### src/hdl/ccq_pkg.sv
`timescale 1ns / 1ps

package ccq_pkg;

    // Command word opcode and result status encodings.
    typedef logic [1:0] t_cmd;
    typedef logic [2:0] t_status;

    localparam t_cmd CMD_ENQ      = 2'd0;
    localparam t_cmd CMD_DEQ_HEAD = 2'd1;
    localparam t_cmd CMD_DEQ_KEY  = 2'd2;
    localparam t_cmd CMD_QUERY    = 2'd3;

    localparam t_status ST_APPENDED = 3'd0;
    localparam t_status ST_REPLACED = 3'd1;
    localparam t_status ST_DROPPED  = 3'd2;
    localparam t_status ST_REMOVED  = 3'd3;
    localparam t_status ST_MISS     = 3'd4;
    localparam t_status ST_HIT      = 3'd5;

endpackage

### src/hdl/ccq_ram.sv
`timescale 1ns / 1ps

module ccq_ram #(
    parameter int WIDTH = 64,
    parameter int DEPTH = 16,
    localparam int AW = (DEPTH > 1) ? $clog2(DEPTH) : 1
) (
    input  logic             i_clk,
    input  logic             i_we,
    input  logic [AW-1:0]    i_waddr,
    input  logic [WIDTH-1:0] i_wdata,
    input  logic [AW-1:0]    i_raddr,
    output logic [WIDTH-1:0] o_rdata
);

    logic [WIDTH-1:0] r_mem [DEPTH];
    logic [WIDTH-1:0] r_rdata;

    // One write port and one registered read port.
    always_ff @(posedge i_clk) begin
        if (i_we) begin
            r_mem[i_waddr] <= i_wdata;
        end
        r_rdata <= r_mem[i_raddr];
    end

    assign o_rdata = r_rdata;

endmodule

### src/hdl/coalescing_command_queue.sv
`timescale 1ns / 1ps
// Sequence: a head dequeue reads the head entry, takes it in the compare state, then passes the
// done state (from idle straight to done when empty); a keyed command reads and compares each
// entry in turn, moves each later entry down by a read and a write after a keyed removal, then waits in done.
// Throughput: one command at a time; a finished command waits while the last word is held.
// Reset: i_rst_n is synchronous and active low; it empties the queue and drops any pending result.
// The entry RAM is not cleared; only entries below the count are ever read.

module coalescing_command_queue #(
    parameter int QUEUE_DEPTH = 16,
    parameter int KEY_BITS    = 32
) (
    input  logic             i_clk,
    input  logic             i_rst_n,
    input  logic             i_valid,
    output logic             o_ready,
    input  ccq_pkg::t_cmd    i_cmd,
    input  logic [31:0]      i_key,
    input  logic [31:0]      i_handle_in,
    output logic             o_valid,
    input  logic             i_ready,
    output ccq_pkg::t_status o_status,
    output logic [31:0]      o_handle_out,
    output logic [31:0]      o_key_out,
    output logic [4:0]       o_occupancy
);

    import ccq_pkg::*;

    localparam int KW = (KEY_BITS < 32) ? KEY_BITS : 32;
    localparam int AW = $clog2(QUEUE_DEPTH);
    localparam int CW = $clog2(QUEUE_DEPTH + 1);
    localparam int DW = KW + 32;

    localparam logic [2:0] S_IDLE  = 3'd0;
    localparam logic [2:0] S_RD    = 3'd1;
    localparam logic [2:0] S_CMP   = 3'd2;
    localparam logic [2:0] S_SH_RD = 3'd3;
    localparam logic [2:0] S_SH_WR = 3'd4;
    localparam logic [2:0] S_DONE  = 3'd5;

    logic [2:0]    r_state, n_state;
    t_cmd          r_cmd, n_cmd;
    logic [KW-1:0] r_key, n_key;
    logic [31:0]   r_hin, n_hin;
    logic [CW-1:0] r_pos, n_pos;
    logic [AW-1:0] r_head, n_head;
    logic [CW-1:0] r_count, n_count;
    t_status       r_res_status, n_res_status;
    logic [31:0]   r_res_handle, n_res_handle;
    logic [KW-1:0] r_res_key, n_res_key;
    logic          r_out_valid, n_out_valid;
    t_status       r_out_status, n_out_status;
    logic [31:0]   r_out_handle, n_out_handle;
    logic [KW-1:0] r_out_key, n_out_key;
    logic [CW-1:0] r_out_occ, n_out_occ;

    logic          w_we;
    logic [AW-1:0] w_waddr;
    logic [DW-1:0] w_wdata;
    logic [AW-1:0] w_raddr;
    logic [DW-1:0] w_rdata;
    logic [KW-1:0] w_rd_key;
    logic [31:0]   w_rd_handle;
    logic [CW:0]   w_pos_next;

    logic [CW+4:0] w_occ_ext;
    logic [KW+31:0] w_key_ext;

    // Physical RAM address of a queue position, counted from the head.
    function automatic logic [AW-1:0] phys(input logic [AW-1:0] head, input logic [CW-1:0] pos);
        logic [CW:0] s;
        s = {{(CW+1-AW){1'b0}}, head} + {1'b0, pos};
        if (s >= (CW+1)'(QUEUE_DEPTH)) begin
            s = s - (CW+1)'(QUEUE_DEPTH);
        end
        return s[AW-1:0];
    endfunction

    ccq_ram #(
        .WIDTH (DW),
        .DEPTH (QUEUE_DEPTH)
    ) u_ram (
        .i_clk   (i_clk),
        .i_we    (w_we),
        .i_waddr (w_waddr),
        .i_wdata (w_wdata),
        .i_raddr (w_raddr),
        .o_rdata (w_rdata)
    );

    assign w_rd_key    = w_rdata[DW-1:32];
    assign w_rd_handle = w_rdata[31:0];
    assign w_pos_next  = {1'b0, r_pos} + (CW+1)'(1);

    // Command sequencer: read the head or walk the queue, then update entries and count.
    always_comb begin
        n_state      = r_state;
        n_cmd        = r_cmd;
        n_key        = r_key;
        n_hin        = r_hin;
        n_pos        = r_pos;
        n_head       = r_head;
        n_count      = r_count;
        n_res_status = r_res_status;
        n_res_handle = r_res_handle;
        n_res_key    = r_res_key;
        n_out_valid  = r_out_valid;
        n_out_status = r_out_status;
        n_out_handle = r_out_handle;
        n_out_key    = r_out_key;
        n_out_occ    = r_out_occ;
        w_we         = 1'b0;
        w_waddr      = phys(r_head, r_pos);
        w_wdata      = {r_key, r_hin};
        w_raddr      = phys(r_head, r_pos);

        if (r_out_valid && i_ready) begin
            n_out_valid = 1'b0;
        end

        unique case (r_state)
            S_IDLE: begin
                if (i_valid) begin
                    n_cmd        = i_cmd;
                    n_key        = i_key[KW-1:0];
                    n_hin        = i_handle_in;
                    n_pos        = '0;
                    n_res_handle = '0;
                    n_res_key    = '0;
                    if (i_cmd == CMD_DEQ_HEAD) begin
                        if (r_count == '0) begin
                            n_res_status = ST_MISS;
                            n_state      = S_DONE;
                        end else begin
                            w_raddr = r_head;
                            n_state = S_CMP;
                        end
                    end else begin
                        n_state = S_RD;
                    end
                end
            end
            S_RD: begin
                if (r_pos == r_count) begin
                    // No entry holds the key.
                    n_state = S_DONE;
                    if (r_cmd == CMD_ENQ) begin
                        if (r_count < CW'(QUEUE_DEPTH)) begin
                            w_we         = 1'b1;
                            w_waddr      = phys(r_head, r_count);
                            n_count      = r_count + CW'(1);
                            n_res_status = ST_APPENDED;
                        end else begin
                            n_res_status = ST_DROPPED;
                        end
                    end else begin
                        n_res_status = ST_MISS;
                    end
                end else begin
                    n_state = S_CMP;
                end
            end
            S_CMP: begin
                if (r_cmd == CMD_DEQ_HEAD) begin
                    n_res_handle = w_rd_handle;
                    n_res_key    = w_rd_key;
                    n_res_status = ST_REMOVED;
                    n_head       = phys(r_head, CW'(1));
                    n_count      = r_count - CW'(1);
                    n_state      = S_DONE;
                end else if (w_rd_key == r_key) begin
                    case (r_cmd)
                        CMD_ENQ: begin
                            w_we         = 1'b1;
                            n_res_status = ST_REPLACED;
                            n_state      = S_DONE;
                        end
                        CMD_DEQ_KEY: begin
                            n_res_handle = w_rd_handle;
                            n_res_key    = w_rd_key;
                            n_res_status = ST_REMOVED;
                            n_state      = S_SH_RD;
                        end
                        default: begin
                            n_res_status = ST_HIT;
                            n_state      = S_DONE;
                        end
                    endcase
                end else begin
                    n_pos   = w_pos_next[CW-1:0];
                    n_state = S_RD;
                end
            end
            S_SH_RD: begin
                // Pull the following entry down by one place to close the gap.
                if (w_pos_next < {1'b0, r_count}) begin
                    w_raddr = phys(r_head, w_pos_next[CW-1:0]);
                    n_state = S_SH_WR;
                end else begin
                    n_count = r_count - CW'(1);
                    n_state = S_DONE;
                end
            end
            S_SH_WR: begin
                w_we    = 1'b1;
                w_wdata = w_rdata;
                n_pos   = w_pos_next[CW-1:0];
                n_state = S_SH_RD;
            end
            S_DONE: begin
                if (!r_out_valid || i_ready) begin
                    n_out_valid  = 1'b1;
                    n_out_status = r_res_status;
                    n_out_handle = r_res_handle;
                    n_out_key    = r_res_key;
                    n_out_occ    = r_count;
                    n_state      = S_IDLE;
                end
            end
            default: begin
                n_state = S_IDLE;
            end
        endcase
    end

    // Control state is reset; payload registers are not.
    always_ff @(posedge i_clk) begin
        if (!i_rst_n) begin
            r_state     <= S_IDLE;
            r_head      <= '0;
            r_count     <= '0;
            r_out_valid <= 1'b0;
        end else begin
            r_state     <= n_state;
            r_head      <= n_head;
            r_count     <= n_count;
            r_out_valid <= n_out_valid;
        end
        r_cmd        <= n_cmd;
        r_key        <= n_key;
        r_hin        <= n_hin;
        r_pos        <= n_pos;
        r_res_status <= n_res_status;
        r_res_handle <= n_res_handle;
        r_res_key    <= n_res_key;
        r_out_status <= n_out_status;
        r_out_handle <= n_out_handle;
        r_out_key    <= n_out_key;
        r_out_occ    <= n_out_occ;
    end

    // Result word ports.
    assign w_occ_ext = {5'b0, r_out_occ};
    assign w_key_ext = {32'b0, r_out_key};

    assign o_ready      = (r_state == S_IDLE);
    assign o_valid      = r_out_valid;
    assign o_status     = r_out_status;
    assign o_handle_out = r_out_handle;
    assign o_key_out    = w_key_ext[31:0];
    assign o_occupancy  = w_occ_ext[4:0];

endmodule

### config.mk
export PLATFORM = sky130hd
export DESIGN_NAME = coalescing_command_queue
export DESIGN_NICKNAME = d
export VERILOG_FILES = /design/src/hdl/ccq_pkg.sv /design/src/hdl/ccq_ram.sv /design/src/hdl/coalescing_command_queue.sv
export SDC_FILE = /design/constraint.sdc
export NUM_CORES = 1
export LEC_CHECK = 0
export ABC_CLOCK_PERIOD_IN_PS = 14750
export BUFFER_PORTS_ARGS = -buffer_cell sky130_fd_sc_hd__buf_2
export CAP_MARGIN = 20
export CELL_PAD_IN_SITES_DETAIL_PLACEMENT = 1
export CELL_PAD_IN_SITES_GLOBAL_PLACEMENT = 1
export CORE_UTILIZATION = 30
export CTS_CLUSTER_DIAMETER = 40
export DETAILED_ROUTE_END_ITERATION = 8
export HOLD_SLACK_MARGIN = 0.06
export PLACE_DENSITY = 0.56
export SYNTH_ARGS = -nofsm -noshare
export SYNTH_HDL_FRONTEND = slang
export SYNTH_HIERARCHICAL = 1
export SYNTH_SLANG_ARGS = --single-unit
### constraint.sdc
create_clock -name i_clk -period 14.75 [get_ports i_clk]
set_clock_uncertainty 0.1 [all_clocks]
set_input_delay 0.7375 -clock i_clk [delete_from_list [all_inputs] [get_ports i_clk]]
set_output_delay 0.7375 -clock i_clk [all_outputs]
set_load 0.005 [all_outputs]
==> run_summary.xml, run 1 <==
<?xml version="1.0" encoding="UTF-8"?>
<metrics>
  <group name="placed_design">
    <metric name="place_hpwl" unit="mm">68.6</metric>
    <metric name="placer_s_final_routability_congestion_estimate" unit="">0.752</metric>
    <metric name="place.port_buffers" unit="">143</metric>
    <metric name="area_of_placed_instances" unit="mm^2">0.0527</metric>
  </group>
  <group name="floorplan">
    <metric name="floorplan.initialDensity" unit="">0.302</metric>
    <metric name="die-width" unit="um">407</metric>
    <metric name="die_h" unit="um">407</metric>
    <metric name="design.core.area" unit="mm^2">0.163</metric>
    <metric name="fp.dieArea" unit="mm^2">0.166</metric>
    <metric name="pin_count" unit="">144</metric>
    <metric name="row_count" unit="">148</metric>
  </group>
  <group name="critical_path">
    <metric name="reg_to_reg_setup_timing_slack" unit="ns">8.33</metric>
    <metric name="crit_required" unit="ns">15.29</metric>
    <metric name="critPathKind" unit="">flop to flop</metric>
    <metric name="critical_path.reg2reg.endpoint" unit="">u_ram/o_rdata[42]</metric>
    <metric name="worstPathMaxFanout" unit="">66</metric>
    <metric name="r2r.worst_path.cells" unit="">13</metric>
    <metric name="critical_path_arrival" unit="ns">6.96</metric>
    <metric name="crit_path_end_kind" unit="">flop</metric>
    <metric name="rr_startpoint" unit="">r_pos[0]</metric>
    <metric name="worstSetupStartpointType" unit="">flop</metric>
  </group>
  <group name="sta">
    <metric name="timing.final.crit_period" unit="ns">6.42</metric>
    <metric name="fmax" unit="MHz">156</metric>
    <metric name="report.final.slew_viol_count" unit="">0</metric>
    <metric name="timing.final.hold_violations" unit="">0</metric>
    <metric name="rsz0062_at_grt" unit="">no</metric>
    <metric name="summed_negative_setup_slack_over_all_endpoints" unit="ns">0</metric>
    <metric name="slew_headroom" unit="">0.239</metric>
    <metric name="post-route-period-util" unit="">0.435</metric>
    <metric name="final-setup-viol-count" unit="">0</metric>
    <metric name="max_slew.worst_pin.slew" unit="ns">1.14</metric>
  </group>
  <group name="logic_synthesis">
    <metric name="synth_area" unit="mm^2">0.0492</metric>
    <metric name="number_of_flops_mapped_to_enable_cells_by_yosys" unit="">1234</metric>
    <metric name="synthCells" unit="">2264</metric>
    <metric name="synthesis.area_per_instance" unit="um^2">21.7</metric>
    <metric name="part_of_the_yosys_area_used_for_sequential_elements" unit="">0.784</metric>
    <metric name="synthFlopType" unit="">sky130_fd_sc_hd__edfxtp_1</metric>
    <metric name="syn_nets" unit="">2361</metric>
    <metric name="yosysWarnings" unit="">6</metric>
    <metric name="synthesis_stage_register_bit_count" unit="">1311</metric>
    <metric name="async_reset_ff_frac" unit="">0</metric>
    <metric name="synth_cell_types" unit="">58</metric>
  </group>
  <group name="cts">
    <metric name="post_cts.resized_instances" unit="">0</metric>
    <metric name="clockBufferDepth" unit="">3</metric>
    <metric name="root_driver" unit="">sky130_fd_sc_hd__clkbuf_16</metric>
    <metric name="tritoncts" unit="">built</metric>
    <metric name="sinks_on_the_clock_net" unit="">1311</metric>
    <metric name="clkTransAtPathRegs" unit="ns">0.05</metric>
    <metric name="cts_buffers" unit="">193</metric>
    <metric name="h-tree-depth" unit="">4</metric>
    <metric name="worstSkewPairLatency" unit="ns">0.81</metric>
  </group>
  <group name="pwr">
    <metric name="switching_power" unit="mW">4.12</metric>
    <metric name="ir_drop" unit="mV">0.173</metric>
    <metric name="clock_network_power_share" unit="">0.358</metric>
    <metric name="power_switching_share" unit="">0.312</metric>
    <metric name="combinationalPowerShare" unit="">0.254</metric>
    <metric name="leakage" unit="nW">19.5</metric>
    <metric name="intPower" unit="mW">9.10</metric>
    <metric name="cellPowerDensity" unit="mW/mm^2">220</metric>
    <metric name="power.share.sequential" unit="">0.388</metric>
  </group>
  <group name="routing">
    <metric name="drtPass1Iterations" unit="">5</metric>
    <metric name="detail_route.wl_per_cell" unit="um">25.9</metric>
    <metric name="postRouteAntennaNets" unit="">0</metric>
    <metric name="avgViaCountPerCell" unit="">4.80</metric>
    <metric name="drc" unit="">0</metric>
    <metric name="vias" unit="">23800</metric>
    <metric name="drt-total-wl" unit="mm">128</metric>
    <metric name="first_iter_violations" unit="">2097</metric>
  </group>
  <group name="worst_hold_path">
    <metric name="hold-path-endpoint" unit="">r_key[28]</metric>
    <metric name="hold_path.class" unit="">input port to flop</metric>
    <metric name="timing.hold.worst.start" unit="">i_key[28]</metric>
    <metric name="min_path_cells" unit="">1</metric>
  </group>
  <group name="finish">
    <metric name="layout.cells.most_common" unit="">sky130_fd_sc_hd__edfxtp_1</metric>
    <metric name="mostFrequentLayoutCells" unit="">sky130_fd_sc_hd__edfxtp_1 (1234), sky130_fd_sc_hd__mux4_2 (256), sky130_fd_sc_hd__clkbuf_16 (194), sky130_fd_sc_hd__buf_2 (143), sky130_fd_sc_hd__a22oi_1 (128)</metric>
    <metric name="layout-drive-gt1-share" unit="">0.318</metric>
    <metric name="antenna_cells" unit="">0</metric>
    <metric name="layout-area-overhead-vs-synth" unit="%">22.1</metric>
    <metric name="nets" unit="">2700</metric>
    <metric name="finish.instance_area" unit="mm^2">0.0601</metric>
  </group>
  <group name="global_route">
    <metric name="globalRouteTotalUtil" unit="">0.155</metric>
    <metric name="grt_overflow" unit="">0</metric>
    <metric name="grt_first_pass_wirelength" unit="mm">184</metric>
    <metric name="grt_pass1_vias" unit="">25800</metric>
    <metric name="pin_count_of_the_biggest_net_entering_global_routing" unit="">111</metric>
    <metric name="antenna_violations_before_repair" unit="">3</metric>
  </group>
  <group name="job">
    <metric name="cap_violations" unit="">0</metric>
  </group>
  <group name="status">
    <metric name="run_status" unit="">complete, no violations</metric>
  </group>
</metrics>
-- repair_timing --
item,4_1_cts,5_1_grt
endpoints found under the setup margin,0,0
buffers inserted,0,0
endpoints found under the hold margin,56,1
hold buffers,56,1
-- cells in the mapped netlist (all sizes together) (2+ instances only) --
cell / instances / area, um^2
inv: 21 / 78.8
a31oi: 2 / 12.5
o221ai: 2 / 17.5
nand3: 11 / 55.1
mux2i: 7 / 70.1
nor3: 6 / 35.0
nand3b: 3 / 22.5
nand2b: 6 / 37.5
nor4: 2 / 12.5
and2: 66 / 413
xnor2: 42 / 368
a21oi: 14 / 70.1
or4: 4 / 35.0
buf: 49 / 333
nor2: 24 / 90.1
or3: 4 / 30.0
dfxtp: 77 / 1540
a21o: 9 / 67.6
o311ai: 2 / 17.5
mux4: 256 / 5770
edfxtp: 1234 / 37100
nand4: 11 / 68.8
a211o: 3 / 27.5
o21ai: 5 / 25.0
a22oi: 128 / 961
o21a: 3 / 22.5
mux2: 66 / 751
o211ai: 2 / 15.0
o31ai: 2 / 15.0
nor2b: 8 / 50.1
clkbuf: 59 / 221
ha: 23 / 288
xor2: 9 / 78.8
nand2: 85 / 319
fa: 4 / 80.1
and3: 2 / 12.5
-- metrics by stage --
| stage | hold slack (ns) | setup slack, ns | power, mW | std cells | utilization |
|---|---|---|---|---|---|
| 6_report | 0.0963 | 8.33 | 13.2 | 4948 | 0.369 |
| 2_1_floorplan | 0.300 | 7.15 | 7.43 | 2264 | - |
| 5_1_grt | 0.0640 | 8.00 | 13.8 | 4948 | 0.369 |
| 3_3_place_gp | 0.308 | 8.36 | 8.52 | 4525 | 0.324 |
| 3_5_place_dp | 0.305 | 8.27 | 8.61 | 4525 | 0.324 |
| 4_1_cts | 0.0604 | 8.26 | 13.4 | 4946 | 0.369 |
-- power groups by stage --
| stage | clock, mW | sequential (mW) | combinational, mW |
|---|---|---|---|
| after floorplan | 0 | 5.10 | 2.33 |
| after global placement | 0 | 5.19 | 3.32 |
| after detailed placement | 0 | 5.20 | 3.41 |
| after CTS | 4.84 | 5.13 | 3.44 |
| after global routing | 4.98 | 5.16 | 3.63 |
| final | 4.73 | 5.12 | 3.36 |
-- sequential cells by signal, indices dropped and copies added, names as in the netlist --
register,cells
o_handle_out,32
o_key_out,32
o_occupancy,5
o_status,3
o_valid,1
r_cmd,2
r_count,5
r_head,4
r_hin,32
r_key,32
r_pos,5
r_res_handle,32
r_res_key,32
r_res_status,3
r_state,3
u_ram/o_rdata,64
u_ram/r_mem,1024
-- cells by family after synthesis --
family / share of synthesized area
fa+ha+maj: 0.00748
buf+inv: 0.0129
xor+xnor: 0.00954
compound gates: 0.0274
flops: 0.784
mux: 0.134
simple gates: 0.0244
-- critical path, cell delays in order (launching register included) --
cell and delay, ns:
sky130_fd_sc_hd__edfxtp_1 0.48, sky130_fd_sc_hd__and3_1 0.25, sky130_fd_sc_hd__xor2_1 0.28, sky130_fd_sc_hd__ha_1 0.31, sky130_fd_sc_hd__a21o_1 0.18, sky130_fd_sc_hd__a21o_1 0.19
sky130_fd_sc_hd__or4_1 0.66, sky130_fd_sc_hd__o221ai_4 0.21, sky130_fd_sc_hd__buf_4 0.82, sky130_fd_sc_hd__buf_4 0.90, sky130_fd_sc_hd__buf_4 0.90, sky130_fd_sc_hd__mux4_2 0.41
sky130_fd_sc_hd__a22oi_1 0.22, sky130_fd_sc_hd__nand2_1 0.15
-- per-layer routing --
layer	part of all wire	wire length [um]	vias up	global-route usage
met5	0	0	-	0
met4	0.022	2800	0	0.0433
met3	0.049	6340	186	0.0311
met2	0.49	62900	667	0.258
met1	0.44	56100	12800	0.207
li1	-	-	10100	-
-- worst max-delay path by stage --
stage	start	endpoint	slack [ns]	cells past startpoint
after detailed placement	r_pos[0]	u_ram/o_rdata[37]	8.27	13
final	r_pos[0]	u_ram/o_rdata[42]	8.33	13
after floorplan	r_pos[0]	u_ram/r_mem[0][0]	7.15	7
after global placement	r_pos[0]	u_ram/o_rdata[37]	8.36	13
after CTS	r_pos[0]	u_ram/o_rdata[37]	8.26	13
after global routing	r_pos[0]	u_ram/o_rdata[9]	8.00	14
-- cell type report --
type                            count  area (um^2)
Fill cell                       15700       103000
Sequential cell                  1311        38600
Multi-Input combinational cell    824        10100
Clock buffer                      222         5040
Tap cell                         2175         2720
Clock inverter                    143         1800
Timing Repair Buffer              252         1710
Inverter                           21         81.3
No activity file was read; power rests on OpenSTA's default activity.
==> inputs of run 2 (changes only) <==
--- a/config.mk
+++ b/config.mk
@@ -5,7 +5,7 @@
 export SDC_FILE = /design/constraint.sdc
 export NUM_CORES = 1
 export LEC_CHECK = 0
-export ABC_CLOCK_PERIOD_IN_PS = 14750
+export ABC_CLOCK_PERIOD_IN_PS = 6100
 export BUFFER_PORTS_ARGS = -buffer_cell sky130_fd_sc_hd__buf_2
 export CAP_MARGIN = 20
 export CELL_PAD_IN_SITES_DETAIL_PLACEMENT = 1
==> constraint.sdc (replaced) <==
create_clock -name i_clk -period 6.1 [get_ports i_clk]
set_clock_uncertainty 0.1 [all_clocks]
set_input_delay 0.305 -clock i_clk [delete_from_list [all_inputs] [get_ports i_clk]]
set_output_delay 0.305 -clock i_clk [all_outputs]
set_load 0.005 [all_outputs]
==> run_summary.xml, run 2 (synthesis gave the netlist of run 1 again) <==
<?xml version="1.0" encoding="UTF-8"?>
<metrics>
  <group name="sta">
    <metric name="summed_negative_setup_slack_over_all_endpoints" unit="ns">0</metric>
    <metric name="slew_headroom" unit="">0.293</metric>
    <metric name="report.final.slew_viol_count" unit="">0</metric>
    <metric name="max_slew.worst_pin.slew" unit="ns">1.05</metric>
    <metric name="rsz0062_at_grt" unit="">no</metric>
    <metric name="timing.final.hold_violations" unit="">0</metric>
    <metric name="timing.final.crit_period" unit="ns">5.07</metric>
    <metric name="final-setup-viol-count" unit="">0</metric>
    <metric name="fmax" unit="MHz">197</metric>
    <metric name="post-route-period-util" unit="">0.831</metric>
  </group>
  <group name="cts">
    <metric name="tritoncts" unit="">built</metric>
    <metric name="worstSkewPairLatency" unit="ns">0.81</metric>
    <metric name="post_cts.resized_instances" unit="">0</metric>
    <metric name="h-tree-depth" unit="">4</metric>
    <metric name="clkTransAtPathRegs" unit="ns">0.06</metric>
    <metric name="sinks_on_the_clock_net" unit="">1311</metric>
    <metric name="clockBufferDepth" unit="">3</metric>
    <metric name="cts_buffers" unit="">187</metric>
    <metric name="root_driver" unit="">sky130_fd_sc_hd__clkbuf_16</metric>
  </group>
  <group name="global_route">
    <metric name="pin_count_of_the_biggest_net_entering_global_routing" unit="">73</metric>
    <metric name="grt_pass1_vias" unit="">25800</metric>
    <metric name="antenna_violations_before_repair" unit="">3</metric>
    <metric name="grt_first_pass_wirelength" unit="mm">179</metric>
    <metric name="globalRouteTotalUtil" unit="">0.150</metric>
    <metric name="grt_overflow" unit="">0</metric>
  </group>
  <group name="worst_hold_path">
    <metric name="hold_path.class" unit="">input port to flop</metric>
    <metric name="hold-path-endpoint" unit="">r_hin[16]</metric>
    <metric name="timing.hold.worst.start" unit="">i_handle_in[16]</metric>
    <metric name="min_path_cells" unit="">2</metric>
  </group>
  <group name="critical_path">
    <metric name="reg_to_reg_setup_timing_slack" unit="ns">1.03</metric>
    <metric name="cp_slowest_stage_delay" unit="ns">0.91</metric>
    <metric name="timing.critical_path.cells" unit="">xnor2_1 &gt; nand4_1 &gt; nor4_1 &gt; nand3_1 &gt; o311ai_0 &gt; buf_4 &gt; or3b_2 &gt; nor3_4 &gt; buf_4</metric>
    <metric name="rr_startpoint" unit="">r_key[4]</metric>
    <metric name="critical_path.reg2reg.endpoint" unit="">u_ram/r_mem[0][22]</metric>
    <metric name="crit_top_cell" unit="">sky130_fd_sc_hd__buf_4</metric>
    <metric name="crit_required" unit="ns">6.42</metric>
    <metric name="worstPathMaxFanout" unit="">34</metric>
    <metric name="r2r.worst_path.cells" unit="">9</metric>
    <metric name="critPathKind" unit="">flop to flop</metric>
    <metric name="slowest_stage" unit="">sky130_fd_sc_hd__nor4_1</metric>
    <metric name="critical_path_arrival" unit="ns">5.39</metric>
    <metric name="crit_path_end_kind" unit="">flop</metric>
    <metric name="worstSetupStartpointType" unit="">flop</metric>
  </group>
  <group name="finish">
    <metric name="flip_flop_count_of_the_largest_register_all_copies_and_words_added" unit="">1024</metric>
    <metric name="layout.cells.most_common" unit="">sky130_fd_sc_hd__edfxtp_1</metric>
    <metric name="nets" unit="">2734</metric>
    <metric name="largest-register" unit="">u_ram/r_mem</metric>
    <metric name="layout-drive-gt1-share" unit="">0.316</metric>
    <metric name="mostFrequentLayoutCells" unit="">sky130_fd_sc_hd__edfxtp_1 (1234), sky130_fd_sc_hd__mux4_2 (256), sky130_fd_sc_hd__clkbuf_16 (190), sky130_fd_sc_hd__buf_2 (143), sky130_fd_sc_hd__a22oi_1 (128)</metric>
    <metric name="layout-area-overhead-vs-synth" unit="%">22.7</metric>
    <metric name="antenna_cells" unit="">0</metric>
  </group>
  <group name="routing">
    <metric name="postRouteAntennaNets" unit="">0</metric>
    <metric name="detail_route.wl_per_cell" unit="um">24.8</metric>
    <metric name="drtPass1Iterations" unit="">5</metric>
    <metric name="vias" unit="">23900</metric>
    <metric name="first_iter_violations" unit="">1940</metric>
    <metric name="drt-total-wl" unit="mm">123</metric>
    <metric name="drc" unit="">0</metric>
    <metric name="avgViaCountPerCell" unit="">4.81</metric>
  </group>
  <group name="floorplan">
    <metric name="row_count" unit="">148</metric>
    <metric name="pin_count" unit="">144</metric>
    <metric name="die-width" unit="um">407</metric>
    <metric name="floorplan.initialDensity" unit="">0.302</metric>
    <metric name="fp.dieArea" unit="mm^2">0.166</metric>
    <metric name="die_h" unit="um">407</metric>
    <metric name="design.core.area" unit="mm^2">0.163</metric>
  </group>
  <group name="pwr">
    <metric name="ir_drop" unit="mV">0.297</metric>
    <metric name="leakage" unit="nW">19.6</metric>
    <metric name="final_total_power" unit="mW">31.7</metric>
    <metric name="cellPowerDensity" unit="mW/mm^2">526</metric>
  </group>
  <group name="placed_design">
    <metric name="place.port_buffers" unit="">143</metric>
    <metric name="placer_s_final_routability_congestion_estimate" unit="">0.774</metric>
    <metric name="place_hpwl" unit="mm">71.5</metric>
  </group>
  <group name="job">
    <metric name="cap_violations" unit="">0</metric>
  </group>
  <group name="status">
    <metric name="run_status" unit="">complete, no violations</metric>
  </group>
</metrics>
[run 2: cell types whose count changed in the layout (fill, tap and decap cells not counted), moves of 2 or more]
| cell | before | now |
|---|---|---|
| sky130_fd_sc_hd__clkinvlp_4 | 19 | 13 |
| sky130_fd_sc_hd__clkinv_8 | 5 | 8 |
| sky130_fd_sc_hd__clkinv_1 | 11 | 14 |
| sky130_fd_sc_hd__clkinv_16 | 7 | 2 |
| sky130_fd_sc_hd__clkbuf_16 | 194 | 190 |
| sky130_fd_sc_hd__dlygate4sd3_1 | 57 | 74 |
| sky130_fd_sc_hd__clkinv_2 | 22 | 20 |
| sky130_fd_sc_hd__inv_8 | 12 | 10 |
| sky130_fd_sc_hd__bufinv_16 | 22 | 19 |
| sky130_fd_sc_hd__nor3_4 | 1 | 5 |
| sky130_fd_sc_hd__clkbuf_1 | 20 | 22 |
| sky130_fd_sc_hd__buf_12 | 1 | 25 |
| sky130_fd_sc_hd__nor3_2 | 4 | 0 |
[run 2: worst max-delay path by stage]
stage	startpoint	to
floorplan	r_pos[0]	u_ram/r_mem[1][0]
global placement	r_key[4]	u_ram/r_mem[0][26]
global route	r_key[4]	u_ram/r_mem[0][39]
detailed placement	r_key[4]	u_ram/r_mem[0][25]
CTS	r_key[4]	u_ram/r_mem[0][22]
finish	r_key[4]	u_ram/r_mem[0][22]
[run 2: stage by stage]
| step | instance area [um^2] | util | hold slack (ns) | setup slack, ns | std cells |
|---|---|---|---|---|---|
| after floorplan | 49200 | - | 0.300 | 0.236 | 2264 |
| after detailed placement | 53200 | 0.327 | 0.305 | 1.10 | 4549 |
| after global placement | 53200 | 0.327 | 0.305 | 1.18 | 4549 |
| final | 60400 | 0.371 | 0.129 | 1.03 | 4973 |
| after global routing | 60400 | 0.371 | 0.0865 | 0.860 | 4973 |
| after CTS | 60400 | 0.371 | 0.0603 | 1.05 | 4973 |
[run 2: area by class of cell]
| class | instances | area [um^2] |
|---|---|---|
| repair buffers | 292 | 2330 |
| multi-input cells | 824 | 10200 |
| clock inverters | 131 | 1550 |
| clock buffers | 219 | 4930 |
| well taps | 2175 | 2720 |
| fillers | 15700 | 102000 |
| inverters | 21 | 81.3 |
| flip-flops and latches | 1311 | 38600 |
[run 2: report_power, final]
part / switching, mW / internal, mW
Combinational: 5.07 / 3.26
Clock: 4.25 / 6.73
Sequential: 0.574 / 11.9
[run 2: metal layers]
layer	global-route usage	vias to the layer above	wire length, um
met5	0	-	12
li1	-	10200	-
met2	0.238	646	58500
met4	0.0421	2	2610
met1	0.206	12900	56200
met3	0.0309	182	6050
[run 2: critical path: cells and delay by family (launching register included)]
family,cells,cell delay [ns]
compound gates,1,0.45
xor+xnor,1,0.54
flops,1,0.53
buf+inv,2,0.77
simple gates,5,2.26
[run 2: timing repair]
action                    in CTS  in global routing
hold endpoints to repair      82                  0
buffers inserted               0                  0
hold buffers                  74                  0
